==> src/hdl/json_string_unescape_utf8_core_defines.svh <==
// ----------------------------------------------------------------------------
// JSON string unescaper assertion macros
// Shared concurrent assertion helpers, clocked on i_clk and disabled in reset.
// ----------------------------------------------------------------------------
`ifndef JSON_STRING_UNESCAPE_UTF8_CORE_DEFINES_SVH
`define JSON_STRING_UNESCAPE_UTF8_CORE_DEFINES_SVH

`ifndef SYNTHESIS
// Same-cycle implication.
`define JSU_ASSERT_IMP(label, ante, cons, msg) \
    label: assert property (@(posedge i_clk) disable iff (!i_rst_n) (ante) |-> (cons)) \
        else $error(msg);
// Next-cycle implication.
`define JSU_ASSERT_NXT(label, ante, cons, msg) \
    label: assert property (@(posedge i_clk) disable iff (!i_rst_n) (ante) |=> (cons)) \
        else $error(msg);
`else
`define JSU_ASSERT_IMP(label, ante, cons, msg)
`define JSU_ASSERT_NXT(label, ante, cons, msg)
`endif

`endif

==> src/hdl/jsu_pkg.sv <==
// ----------------------------------------------------------------------------
// JSON string unescaper package
// Phase and result codes, character constants and small decode functions.
// ----------------------------------------------------------------------------
package jsu_pkg;

    // Parser phase.
    typedef enum logic [2:0] {
        PH_IDLE    = 3'd0,
        PH_BODY    = 3'd1,
        PH_ESC     = 3'd2,
        PH_HEX     = 3'd3,
        PH_WANT_BS = 3'd4,
        PH_WANT_U  = 3'd5,
        PH_LOWHEX  = 3'd6
    } t_phase;

    // Error codes reported in a result.
    typedef enum logic [3:0] {
        ERR_NONE         = 4'd0,
        ERR_CONTROL      = 4'd1,
        ERR_BAD_ESCAPE   = 4'd2,
        ERR_BAD_HEX      = 4'd3,
        ERR_MISSING_LOW  = 4'd4,
        ERR_BAD_LOW      = 4'd5,
        ERR_LONE_LOW     = 4'd6,
        ERR_NO_QUOTE     = 4'd7,
        ERR_UNTERMINATED = 4'd8,
        ERR_CUT_ESCAPE   = 4'd9,
        ERR_SHORT_HEX    = 4'd10
    } t_err;

    // Kind of a buffered result.
    typedef enum logic [1:0] {
        KIND_BYTE  = 2'd0,
        KIND_DONE  = 2'd1,
        KIND_ERROR = 2'd2
    } t_kind;

    // A UTF-8 run: up to four bytes, first byte at index 0.
    typedef struct packed {
        logic [3:0][7:0] bytes;
        logic [1:0]      last_idx;
    } t_utf8;

    localparam logic [7:0]  CH_QUOTE   = 8'h22;
    localparam logic [7:0]  CH_BSLASH  = 8'h5C;
    localparam logic [7:0]  CH_SLASH   = 8'h2F;
    localparam logic [7:0]  CH_U       = 8'h75;
    localparam logic [7:0]  CH_CTRL_LIM = 8'h20;
    localparam logic [15:0] SURR_HI_LO = 16'hD800;
    localparam logic [15:0] SURR_HI_HI = 16'hDBFF;
    localparam logic [15:0] SURR_LO_LO = 16'hDC00;
    localparam logic [15:0] SURR_LO_HI = 16'hDFFF;
    localparam logic [20:0] SUPP_BASE  = 21'h10000;

    // Hex digit value; bit 4 set when the byte is a hex digit.
    function automatic logic [4:0] hex_value(input logic [7:0] c);
        logic [4:0] r;
        r = 5'd0;
        if (c >= 8'h30 && c <= 8'h39) begin
            r = {1'b1, c[3:0]};
        end else if ((c >= 8'h61 && c <= 8'h66) || (c >= 8'h41 && c <= 8'h46)) begin
            r = {1'b1, c[3:0] + 4'd9};
        end
        return r;
    endfunction

    // UTF-8 encoding of a code point up to 0x10FFFF.
    function automatic t_utf8 utf8_encode(input logic [20:0] cp);
        t_utf8 r;
        r.bytes    = '0;
        r.last_idx = 2'd0;
        if (cp <= 21'h7F) begin
            r.bytes[0] = {1'b0, cp[6:0]};
            r.last_idx = 2'd0;
        end else if (cp <= 21'h7FF) begin
            r.bytes[0] = {3'b110, cp[10:6]};
            r.bytes[1] = {2'b10, cp[5:0]};
            r.last_idx = 2'd1;
        end else if (cp <= 21'hFFFF) begin
            r.bytes[0] = {4'b1110, cp[15:12]};
            r.bytes[1] = {2'b10, cp[11:6]};
            r.bytes[2] = {2'b10, cp[5:0]};
            r.last_idx = 2'd2;
        end else begin
            r.bytes[0] = {5'b11110, cp[20:18]};
            r.bytes[1] = {2'b10, cp[17:12]};
            r.bytes[2] = {2'b10, cp[11:6]};
            r.bytes[3] = {2'b10, cp[5:0]};
            r.last_idx = 2'd3;
        end
        return r;
    endfunction

endpackage

==> src/hdl/json_string_unescape_utf8_core.sv <==
// ----------------------------------------------------------------------------
// JSON string unescaper with UTF-8 output
// Streams text bytes, decodes one quoted JSON string at a time and emits the
// decoded UTF-8 bytes, a done mark at the closing quote, or an error code.
// ----------------------------------------------------------------------------
// Each transaction on the input carries one text byte or an end-of-text mark.
// It is registered, decoded combinationally against the parser state and, if it
// produces anything, loaded into a result buffer that holds one run of up to
// four results. The buffer drains one result per cycle on the output while
// i_out_ready is high, so plain text streams at one byte per clock when the
// output does not stall; an escape that completes a code point of more than one
// UTF-8 byte holds the next input in the input register while the buffer drains.
// The last result of each run is flagged with o_last.
`include "json_string_unescape_utf8_core_defines.svh"

module json_string_unescape_utf8_core (
    input  logic       i_clk,
    input  logic       i_rst_n,
    // Input channel
    input  logic       i_in_valid,
    output logic       o_in_ready,
    input  logic [7:0] i_text_byte,
    input  logic       i_end_of_text,
    // Output channel
    output logic       o_out_valid,
    input  logic       i_out_ready,
    output logic [7:0] o_out_byte,
    output logic       o_byte_valid,
    output logic       o_string_done,
    output logic [3:0] o_error_code,
    output logic       o_last
);
    import jsu_pkg::*;

    // Input register
    logic       r_in_valid;
    logic [7:0] r_in_byte;
    logic       r_in_eot;

    // Parser state
    t_phase      r_phase, n_phase;
    logic [1:0]  r_digits, n_digits;
    logic [15:0] r_acc, n_acc;
    logic [9:0]  r_hs, n_hs;

    // Result buffer
    logic            r_run_valid;
    t_kind           r_run_kind;
    t_err            r_run_err;
    logic [3:0][7:0] r_run_bytes;
    logic [1:0]      r_run_last;
    logic [1:0]      r_run_idx;

    // Decode results for the registered item
    logic            w_res_has;
    t_kind           w_res_kind;
    t_err            w_res_err;
    logic [3:0][7:0] w_res_bytes;
    logic [1:0]      w_res_last;

    logic        w_out_take;
    logic        w_buf_free;
    logic        w_fire;
    logic [4:0]  w_hex;
    logic [15:0] w_acc_next;
    logic        w_is_high;
    logic        w_is_low;
    logic [20:0] w_cp;
    t_utf8       w_enc;

    // Handshake: decode fires when the buffer is empty or its last result leaves.
    assign w_out_take = r_run_valid && i_out_ready;
    assign w_buf_free = !r_run_valid || (w_out_take && (r_run_idx == r_run_last));
    assign w_fire     = r_in_valid && w_buf_free;
    assign o_in_ready = !r_in_valid || w_fire;

    // Shared decode terms.
    assign w_hex      = hex_value(r_in_byte);
    assign w_acc_next = {r_acc[11:0], w_hex[3:0]};
    assign w_is_high  = (w_acc_next >= SURR_HI_LO) && (w_acc_next <= SURR_HI_HI);
    assign w_is_low   = (w_acc_next >= SURR_LO_LO) && (w_acc_next <= SURR_LO_HI);
    assign w_cp       = (r_phase == PH_LOWHEX)
                        ? SUPP_BASE + {1'b0, r_hs, w_acc_next[9:0]}
                        : {5'd0, w_acc_next};
    assign w_enc      = utf8_encode(w_cp);

    // Next parser state.
    always_comb begin
        n_phase  = r_phase;
        n_digits = r_digits;
        n_acc    = r_acc;
        n_hs     = r_hs;
        case (r_phase)
            PH_IDLE: begin
                if (!r_in_eot && r_in_byte == CH_QUOTE) begin
                    n_phase = PH_BODY;
                end
            end
            PH_BODY: begin
                if (r_in_eot || r_in_byte == CH_QUOTE || r_in_byte < CH_CTRL_LIM) begin
                    n_phase = PH_IDLE;
                end else if (r_in_byte == CH_BSLASH) begin
                    n_phase = PH_ESC;
                end
            end
            PH_ESC: begin
                n_phase = PH_IDLE;
                if (!r_in_eot) begin
                    case (r_in_byte)
                        CH_QUOTE, CH_BSLASH, CH_SLASH,
                        8'h62, 8'h66, 8'h6E, 8'h72, 8'h74: begin
                            n_phase = PH_BODY;
                        end
                        CH_U: begin
                            n_phase  = PH_HEX;
                            n_digits = 2'd0;
                            n_acc    = 16'd0;
                        end
                        default: begin
                            n_phase = PH_IDLE;
                        end
                    endcase
                end
            end
            PH_WANT_BS: begin
                n_phase = (!r_in_eot && r_in_byte == CH_BSLASH) ? PH_WANT_U : PH_IDLE;
            end
            PH_WANT_U: begin
                if (!r_in_eot && r_in_byte == CH_U) begin
                    n_phase  = PH_LOWHEX;
                    n_digits = 2'd0;
                    n_acc    = 16'd0;
                end else begin
                    n_phase = PH_IDLE;
                end
            end
            PH_HEX, PH_LOWHEX: begin
                if (r_in_eot || !w_hex[4]) begin
                    n_phase = PH_IDLE;
                end else begin
                    n_acc = w_acc_next;
                    if (r_digits != 2'd3) begin
                        n_digits = r_digits + 2'd1;
                    end else begin
                        n_digits = 2'd0;
                        if (r_phase == PH_LOWHEX) begin
                            n_phase = w_is_low ? PH_BODY : PH_IDLE;
                        end else if (w_is_high) begin
                            n_hs    = w_acc_next[9:0];
                            n_phase = PH_WANT_BS;
                        end else if (w_is_low) begin
                            n_phase = PH_IDLE;
                        end else begin
                            n_phase = PH_BODY;
                        end
                    end
                end
            end
            default: begin
                n_phase = PH_IDLE;
            end
        endcase
    end

    // Results produced by the registered item.
    always_comb begin
        w_res_has   = 1'b0;
        w_res_kind  = KIND_BYTE;
        w_res_err   = ERR_NONE;
        w_res_bytes = '0;
        w_res_last  = 2'd0;
        case (r_phase)
            PH_IDLE: begin
                if (!r_in_eot && r_in_byte != CH_QUOTE) begin
                    w_res_has  = 1'b1;
                    w_res_kind = KIND_ERROR;
                    w_res_err  = ERR_NO_QUOTE;
                end
            end
            PH_BODY: begin
                w_res_has = 1'b1;
                if (r_in_eot) begin
                    w_res_kind = KIND_ERROR;
                    w_res_err  = ERR_UNTERMINATED;
                end else if (r_in_byte == CH_QUOTE) begin
                    w_res_kind = KIND_DONE;
                end else if (r_in_byte == CH_BSLASH) begin
                    w_res_has = 1'b0;
                end else if (r_in_byte < CH_CTRL_LIM) begin
                    w_res_kind = KIND_ERROR;
                    w_res_err  = ERR_CONTROL;
                end else begin
                    w_res_bytes[0] = r_in_byte;
                end
            end
            PH_ESC: begin
                w_res_has = 1'b1;
                if (r_in_eot) begin
                    w_res_kind = KIND_ERROR;
                    w_res_err  = ERR_CUT_ESCAPE;
                end else begin
                    case (r_in_byte)
                        CH_QUOTE, CH_BSLASH, CH_SLASH: w_res_bytes[0] = r_in_byte;
                        8'h62:   w_res_bytes[0] = 8'h08;
                        8'h66:   w_res_bytes[0] = 8'h0C;
                        8'h6E:   w_res_bytes[0] = 8'h0A;
                        8'h72:   w_res_bytes[0] = 8'h0D;
                        8'h74:   w_res_bytes[0] = 8'h09;
                        CH_U:    w_res_has = 1'b0;
                        default: begin
                            w_res_kind = KIND_ERROR;
                            w_res_err  = ERR_BAD_ESCAPE;
                        end
                    endcase
                end
            end
            PH_WANT_BS: begin
                if (r_in_eot || r_in_byte != CH_BSLASH) begin
                    w_res_has  = 1'b1;
                    w_res_kind = KIND_ERROR;
                    w_res_err  = ERR_MISSING_LOW;
                end
            end
            PH_WANT_U: begin
                if (r_in_eot || r_in_byte != CH_U) begin
                    w_res_has  = 1'b1;
                    w_res_kind = KIND_ERROR;
                    w_res_err  = ERR_MISSING_LOW;
                end
            end
            PH_HEX, PH_LOWHEX: begin
                if (r_in_eot) begin
                    w_res_has  = 1'b1;
                    w_res_kind = KIND_ERROR;
                    w_res_err  = (r_phase == PH_HEX) ? ERR_SHORT_HEX : ERR_MISSING_LOW;
                end else if (!w_hex[4]) begin
                    w_res_has  = 1'b1;
                    w_res_kind = KIND_ERROR;
                    w_res_err  = ERR_BAD_HEX;
                end else if (r_digits == 2'd3) begin
                    if (r_phase == PH_LOWHEX && !w_is_low) begin
                        w_res_has  = 1'b1;
                        w_res_kind = KIND_ERROR;
                        w_res_err  = ERR_BAD_LOW;
                    end else if (r_phase == PH_HEX && w_is_low) begin
                        w_res_has  = 1'b1;
                        w_res_kind = KIND_ERROR;
                        w_res_err  = ERR_LONE_LOW;
                    end else if (r_phase == PH_LOWHEX || !w_is_high) begin
                        w_res_has   = 1'b1;
                        w_res_bytes = w_enc.bytes;
                        w_res_last  = w_enc.last_idx;
                    end
                end
            end
            default: begin
                w_res_has = 1'b0;
            end
        endcase
    end

    // Input register: holds one transaction until it is decoded.
    always_ff @(posedge i_clk) begin
        if (!i_rst_n) begin
            r_in_valid <= 1'b0;
        end else if (i_in_valid && o_in_ready) begin
            r_in_valid <= 1'b1;
        end else if (w_fire) begin
            r_in_valid <= 1'b0;
        end
        if (i_in_valid && o_in_ready) begin
            r_in_byte <= i_text_byte;
            r_in_eot  <= i_end_of_text;
        end
    end

    // Parser state update.
    always_ff @(posedge i_clk) begin
        if (!i_rst_n) begin
            r_phase  <= PH_IDLE;
            r_digits <= 2'd0;
            r_acc    <= 16'd0;
            r_hs     <= 10'd0;
        end else if (w_fire) begin
            r_phase  <= n_phase;
            r_digits <= n_digits;
            r_acc    <= n_acc;
            r_hs     <= n_hs;
        end
    end

    // Result buffer: load a run on decode, step through it as results leave.
    always_ff @(posedge i_clk) begin
        if (!i_rst_n) begin
            r_run_valid <= 1'b0;
            r_run_idx   <= 2'd0;
        end else if (w_fire && w_res_has) begin
            r_run_valid <= 1'b1;
            r_run_idx   <= 2'd0;
        end else if (w_out_take) begin
            if (r_run_idx == r_run_last) begin
                r_run_valid <= 1'b0;
            end else begin
                r_run_idx <= r_run_idx + 2'd1;
            end
        end
        if (w_fire && w_res_has) begin
            r_run_kind  <= w_res_kind;
            r_run_err   <= w_res_err;
            r_run_bytes <= w_res_bytes;
            r_run_last  <= w_res_last;
        end
    end

    // Output fields from the buffer.
    assign o_out_valid   = r_run_valid;
    assign o_out_byte    = (r_run_kind == KIND_BYTE) ? r_run_bytes[r_run_idx] : 8'd0;
    assign o_byte_valid  = (r_run_kind == KIND_BYTE);
    assign o_string_done = (r_run_kind == KIND_DONE);
    assign o_error_code  = (r_run_kind == KIND_ERROR) ? r_run_err : ERR_NONE;
    assign o_last        = (r_run_idx == r_run_last);

    // Checks on the decode and buffer logic.
    `JSU_ASSERT_IMP(a_byte_clean, o_out_valid && o_byte_valid, o_error_code == ERR_NONE && !o_string_done, "byte result carries a done mark or error")
    `JSU_ASSERT_IMP(a_mark_single, o_out_valid && !o_byte_valid, o_last, "done or error result is not alone in its run")
    `JSU_ASSERT_IMP(a_idx_range, r_run_valid, r_run_idx <= r_run_last, "result index ran past the run")
    `JSU_ASSERT_NXT(a_idx_step, w_out_take && !o_last, r_run_valid && r_run_idx == $past(r_run_idx) + 2'd1, "run did not advance")
    `JSU_ASSERT_NXT(a_err_idle, w_fire && w_res_has && w_res_kind == KIND_ERROR, r_phase == PH_IDLE, "parser did not return to idle after an error")

endmodule

==> config.mk <==
export PLATFORM = sky130hd
export DESIGN_NAME = json_string_unescape_utf8_core
export DESIGN_NICKNAME = d
export VERILOG_FILES = /design/src/hdl/jsu_pkg.sv /design/src/hdl/json_string_unescape_utf8_core.sv
export VERILOG_INCLUDE_DIRS = /design/src /design/src/hdl
export SDC_FILE = /design/constraint.sdc
export NUM_CORES = 1
export LEC_CHECK = 0
export ABC_AREA = 1
export BUFFER_PORTS_ARGS = -buffer_cell sky130_fd_sc_hd__buf_2
export CORE_MARGIN = 4
export CORE_UTILIZATION = 65
export CTS_CLUSTER_DIAMETER = 100
export DETAILED_ROUTE_END_ITERATION = 7
export GPL_ROUTABILITY_DRIVEN = 1
export PLACE_DENSITY = 0.94
export SYNTH_ARGS = -nofsm -noshare
export SYNTH_HDL_FRONTEND = slang
export SYNTH_SLANG_ARGS = --single-unit
==> constraint.sdc <==
create_clock -name i_clk -period 6 [get_ports i_clk]
set_clock_uncertainty 0.05 [all_clocks]
set_input_delay 1.2 -clock i_clk [delete_from_list [all_inputs] [get_ports i_clk]]
set_output_delay 1.2 -clock i_clk [all_outputs]
set_load 0.05 [all_outputs]
==> results.json, run 1 <==
{
  "via_count": 4793,
  "fin_crit_ps": 3270,
  "cp_num_cells": 4,
  "violations": "design-rule violations",
  "setup_ws_ps": 2730,
  "drt_iter0_markers": 414,
  "yosys.area.top_type_share": 0.269,
  "worstSetupEndpointType": "primary output",
  "diodes": 0,
  "grt_pass1_wl_um": 20500,
  "rsz0062_at_grt": "false",
  "die-width_um": 95.9,
  "grt_start_max_net_pins": 37,
  "yosysSeqAreaShare": 0.393,
  "root_buffer": "clkbuf_8",
  "cp-start-kind": "register",
  "syn2layout_area_growth_pct": 6.66,
  "fin_setup_tns_ps": 0,
  "yosys.area.top_type": "edfxtp_1",
  "fp-row-count": 31,
  "timing.rr.end": "r_run_bytes[3]$_DFFE_PP_",
  "synth.area.top_cells": "edfxtp_1 (27%), nand2_1 (13%), dfxtp_1 (12%)",
  "cts.path.max_buffers": 2,
  "dp_hpwl_um": 9700,
  "vdd_drop_max_mv": 0.117,
  "holdBufCountCts": 0,
  "worst_pin_slew_ps": 931,
  "hp-class": "register to register",
  "antenna_left": 0,
  "drc_errors": 26,
  "critPathMaxStageDelay_ps": 690,
  "synthesis.nets": 720,
  "synth.most_common_cell": "nand2_1",
  "h-tree-depth": 3,
  "ys_seq_elements": 76,
  "path_buf_inv": 2,
  "clkTransAtPathRegs_ps": 80,
  "initial_core_util": 0.681,
  "synthTopCellsByCount": "nand2_1 (177), nor2_1 (115), inv_1 (71), o21ai_0 (55), nand3_1 (50)",
  "port_buffers": 29,
  "synth_area_um2": 5020,
  "crit_family": "flip-flops",
  "hold_slack_ps": 429,
  "worst_path_max_delay_cell": "dfxtp_1",
  "grt_pass1_vias": 4282,
  "worstSetupPathType": "register to primary output",
  "setup_viol": 0,
  "post_cts_resized": 0,
  "fp.dieH_um": 95.9,
  "fp.dieArea_um2": 9190,
  "slew_headroom": 0.373,
  "drive_gt1_frac": 0.146,
  "cts_buffers": 9,
  "maxCapViolCount": 0,
  "rr_worst_depth": 11,
  "cts_tree": "done",
  "syn_area_per_cell_um2": 7.17,
  "crit_path_max_fanout": 17,
  "status": "complete, but fails checks",
  "yosysUniqueCellTypes": 45,
  "arrival_ps": 2020,
  "post-cts-setup-buffers": 0,
  "gp_congestion": 1.02,
  "power_leakage_nw": 2.30,
  "pin_count": 30,
  "core_um2": 7370,
  "final-hold-violation-count": 0,
  "min_period_over_period": 0.544,
  "slew_violations": 0,
  "wl_um": 12800,
  "synth-edff-count": 45,
  "dr.pass1.iters": 8,
  "dominantRegCellSynth": "edfxtp_1",
  "grt_overflow": 0,
  "r2r_slack_ps": 3150,
  "nets": 746,
  "clk-insertion-delay-late_ps": 350,
  "avgViaCountPerCell": 5.77,
  "crit_chain": "inv_1 > o21ai_0 > a21oi_1 > buf_2",
  "syn_inst": 700,
  "post-place-ws_ps": 2880,
  "antenna_found_initial": 0,
  "fmax_mhz": 306,
  "crit_required_ps": 4750,
  "yosys_warnings": 0,
  "groute.usage.overall": 0.293,
  "crit_end": "o_out_byte[2]",
  "crit_start": "r_run_idx[0]$_SDFFE_PP0P_",
  "r2r-start": "r_in_byte[0]$_DFFE_PP_",
  "p_per_area_nw_per_um2": 185,
  "wl_per_cell_um": 15.4,
  "cts_sinks": 76,
  "async_reset_ff_frac": 0
}
## cells in the final DEF, fill, tap and decap left out, types with 2 or more instances in the layout
master / Yosys / routed
inv_2: 8 / 8
nor2_1: 115 / 115
nor3_1: 5 / 5
clkbuf_8: 0 / 9
nand3_1: 50 / 50
nand2_1: 177 / 177
dfxtp_1: 31 / 31
nand2_8: 4 / 4
o22ai_1: 2 / 2
nor2_4: 6 / 6
clkinv_2: 1 / 2
clkinv_1: 2 / 3
nand2_4: 4 / 4
inv_1: 71 / 71
nand3_2: 7 / 7
a21oi_1: 39 / 39
nand2_2: 8 / 8
buf_2: 3 / 29
o21ai_2: 4 / 4
o21ai_0: 55 / 55
nand4_1: 8 / 8
xnor2_1: 3 / 3
edfxtp_1: 45 / 45
ha_1: 7 / 7
o21ai_1: 5 / 5
nor2_2: 12 / 12
inv_6: 1 / 2
a21oi_2: 2 / 2
clkinvlp_4: 0 / 3
## through the flow
step | cell area, µm² | utilization | power [W] | cells
finish | 5350 | 0.726 | 0.000988 | 830
global route | 5350 | 0.726 | 0.00103 | 830
global placement | 5180 | 0.704 | 0.000651 | 814
floorplan | 5020 | - | 0.000631 | 700
detailed placement | 5180 | 0.704 | 0.000654 | 814
CTS | 5350 | 0.726 | 0.000990 | 830
## state kept, by name, indices dropped and copies added, names as in the netlist
name	flops
r_run_kind	2
r_acc	12
r_in_byte	8
r_run_err	4
r_run_bytes	29
r_digits	2
r_run_idx	2
r_in_eot	1
r_in_valid	1
r_run_last	1
o_out_valid	1
r_phase	3
r_hs	10
## how the worst min path moves through the flow
stage                                startpoint                     to  slack (ps)  depth (start not counted)
after floorplan           r_acc[3]$_SDFFE_PN0P_  r_acc[3]$_SDFFE_PN0P_         400                          2
after global placement    r_acc[3]$_SDFFE_PN0P_  r_acc[3]$_SDFFE_PN0P_         400                          2
after detailed placement  r_acc[3]$_SDFFE_PN0P_  r_acc[3]$_SDFFE_PN0P_         410                          2
after CTS                 r_acc[3]$_SDFFE_PN0P_  r_acc[3]$_SDFFE_PN0P_         430                          2
after global routing      r_acc[3]$_SDFFE_PN0P_  r_acc[3]$_SDFFE_PN0P_         440                          2
final                     r_acc[3]$_SDFFE_PN0P_  r_acc[3]$_SDFFE_PN0P_         430                          2
## where the power goes
| part | internal (W) | switching [W] |
|---|---|---|
| logic | 0.0000182 | 0.0000551 |
| clock network | 0.000150 | 0.000195 |
| registers | 0.000561 | 0.00000879 |
## area by class of cell
type	instances	area (µm²)
multi-input combinational	524	2600
fill	591	2020
sequential	76	1970
inverter	85	333
timing repair buffer	30	153
clock buffer	10	128
tap	99	124
clock inverter	6	40.0
## metal layers
| layer | vias to the layer above | GRT usage | wire [µm] |
|---|---|---|---|
| li1 | 2338 | - | - |
| met1 | 2142 | 0.392 | 5270 |
| met2 | 278 | 0.481 | 5940 |
| met3 | 35 | 0.0461 | 1260 |
| met4 | 0 | 0.109 | 342 |
| met5 | - | 0 | 0 |
## worst reg2reg max path, delay by kind of cell (launching register included)
family | cells | cell delay (ps)
fa+ha+maj | 1 | 200
compound gates | 2 | 860
buf+inv | 2 | 430
simple gates | 6 | 570
flops | 1 | 490
## logic make-up after synthesis
family | synth area share
compound gates | 0.122
xor+xnor | 0.00698
fa+ha+maj | 0.0175
buf+inv | 0.0883
flops | 0.393
simple gates | 0.373
No activity file was read; power rests on OpenSTA's default activity.
==> inputs of run 2 (changes only) <==
- CORE_UTILIZATION: 65 -> 62
- PLACE_DENSITY: 0.94 -> 0.91
- clock period: 6 -> 3.1 ns (I/O delays scaled with it)
==> run 2 against run 1 <==
Effect of this change: core utilization down 3.5 points; wire length down 1.2%; critical endpoint is now o_out_byte[3]; via count down 0.94%; combinational power up 96%; cell count up 0.72%; register-to-register slack worse by 2700 ps; the run now ends clean.
==> results.json, run 2 (synthesis gave the netlist of run 1 again) <==
{
  "r2r_slack_ps": 460,
  "status": "completed",
  "antenna_left": 0,
  "critPathMaxStageDelay_ps": 520,
  "hp-class": "input pin to register",
  "drt_iter0_markers": 429,
  "diodes": 0,
  "grt_start_max_net_pins": 37,
  "multi_input_area_um2": 2600,
  "worst_pin_slew_ps": 794,
  "fin_crit_ps": 2700,
  "final-hold-violation-count": 0,
  "antenna_found_initial": 0,
  "setup_viol": 0,
  "slew_headroom": 0.470,
  "crit_chain": "clkinv_1 > nor2_1 > o21ai_0 > a21oi_1 > buf_2",
  "holdBufCountCts": 0,
  "vdd_drop_max_mv": 0.215,
  "rsz0062_at_grt": "false",
  "largest_reg_flops": 29,
  "grt_pass1_vias": 4447,
  "grt_pass1_wl_um": 20800,
  "dp.cells": 820,
  "drc_errors": 0,
  "via_count": 4748,
  "syn2layout_area_growth_pct": 7.60,
  "power_leakage_nw": 2.33,
  "largestRegisters": "r_run_bytes: 29 flops, r_acc: 12 flops, r_hs: 10 flops",
  "pin_count": 30,
  "core_um2": 7810,
  "h-tree-depth": 3,
  "drive_gt1_frac": 0.153,
  "avgViaCountPerCell": 5.68,
  "nets": 749,
  "die-width_um": 98.0,
  "grt_overflow": 0,
  "wl_per_cell_um": 15.1,
  "clk-insertion-delay-late_ps": 370,
  "cts_buffers": 9,
  "worstSetupPathType": "register to primary output",
  "fin_setup_tns_ps": 0,
  "stdcell_count": 836,
  "p_per_area_nw_per_um2": 366,
  "clkTransAtPathRegs_ps": 90,
  "fp.dieH_um": 98.0,
  "groute.usage.overall": 0.268,
  "dp_hpwl_um": 9550,
  "port_buffers": 29,
  "gp_congestion": 0.969,
  "post_cts_resized": 0,
  "post-cts-setup-buffers": 0,
  "worstSetupEndpointType": "primary output",
  "layout_commonest_cell": "nand2_1",
  "slew_violations": 0,
  "root_buffer": "clkbuf_8",
  "worst_path_max_delay_cell": "dfxtp_1",
  "min_period_over_period": 0.871,
  "initial_core_util": 0.643,
  "cts.path.max_buffers": 2,
  "fp.dieArea_um2": 9600,
  "fmax_mhz": 370,
  "crit_required_ps": 2430,
  "cp-start-kind": "register",
  "dr.pass1.iters": 7,
  "seqCellArea_um2": 1970,
  "fillCellCount": 648,
  "cts_sinks": 76,
  "fp-row-count": 32,
  "crit_path_max_fanout": 9,
  "top_register": "r_run_bytes",
  "wl_um": 12700,
  "maxCapViolCount": 0,
  "cts_tree": "done",
  "arrival_ps": 2030,
  "final_cell_mix": "nand2_1 (177), nor2_1 (115), inv_1 (71)"
}
run 2: cell types whose count changed in the layout (fill, tap and decap cells not counted), sizes merged:
cell / before / now
clkinvlp: 3 / 1
inv: 82 / 85
clkbuf: 10 / 9
buf: 30 / 33
run 2: layout make-up:
type                    count  share of cell area
multi-input cells         524               0.482
flip-flops and latches     76               0.365
inverters                  85              0.0616
repair buffers             33              0.0324
well taps                 102              0.0236
clock buffers               9              0.0229
clock inverters             7              0.0120
run 2: path summary, 6_finish.rpt:
path                                                 from                  endpoint  cells after the start
worst max-delay path            r_run_idx[1]$_SDFFE_PP0P_             o_out_byte[3]                      5
worst min register to register      r_acc[3]$_SDFFE_PN0P_     r_acc[3]$_SDFFE_PN0P_                      2
worst max register to register     r_in_byte[0]$_DFFE_PP_  r_run_bytes[0]$_DFFE_PP_                     12
worst min-delay path                       i_text_byte[3]    r_in_byte[3]$_DFFE_PP_                      1
run 2: critical path, delay by kind of cell, from the launching register on:
family / cells / cell delay, ps
AND/OR/NAND/NOR: 1 / 200
buffers and inverters: 2 / 640
flip-flops: 1 / 520
AO/OA/AOI/OAI: 2 / 300
run 2: per-layer routing:
layer / vias up / global-route usage / wire length, µm
met5: - / 0 / 0
met3: 33 / 0.0536 / 1200
met2: 246 / 0.429 / 5990
met4: 0 / 0.0948 / 329
met1: 2132 / 0.361 / 5150
li1: 2337 / - / -
run 2: report_power, final:
part	switching, W	total [W]	internal, W
Combinational	0.000108	0.000144	0.0000363
Sequential	0.0000162	0.00110	0.00109
Clock	0.000422	0.000732	0.000310
run 2: through the flow:
step	setup WS [ps]	hold WS [ps]	power, W	utilization	cell area (µm²)
floorplan	250	395	0.00122	-	5020
global placement	625	404	0.00126	0.667	5210
detailed placement	525	422	0.00127	0.667	5210
CTS	417	371	0.00198	0.692	5400
global route	277	365	0.00205	0.692	5400
finish	400	375	0.00198	0.692	5400
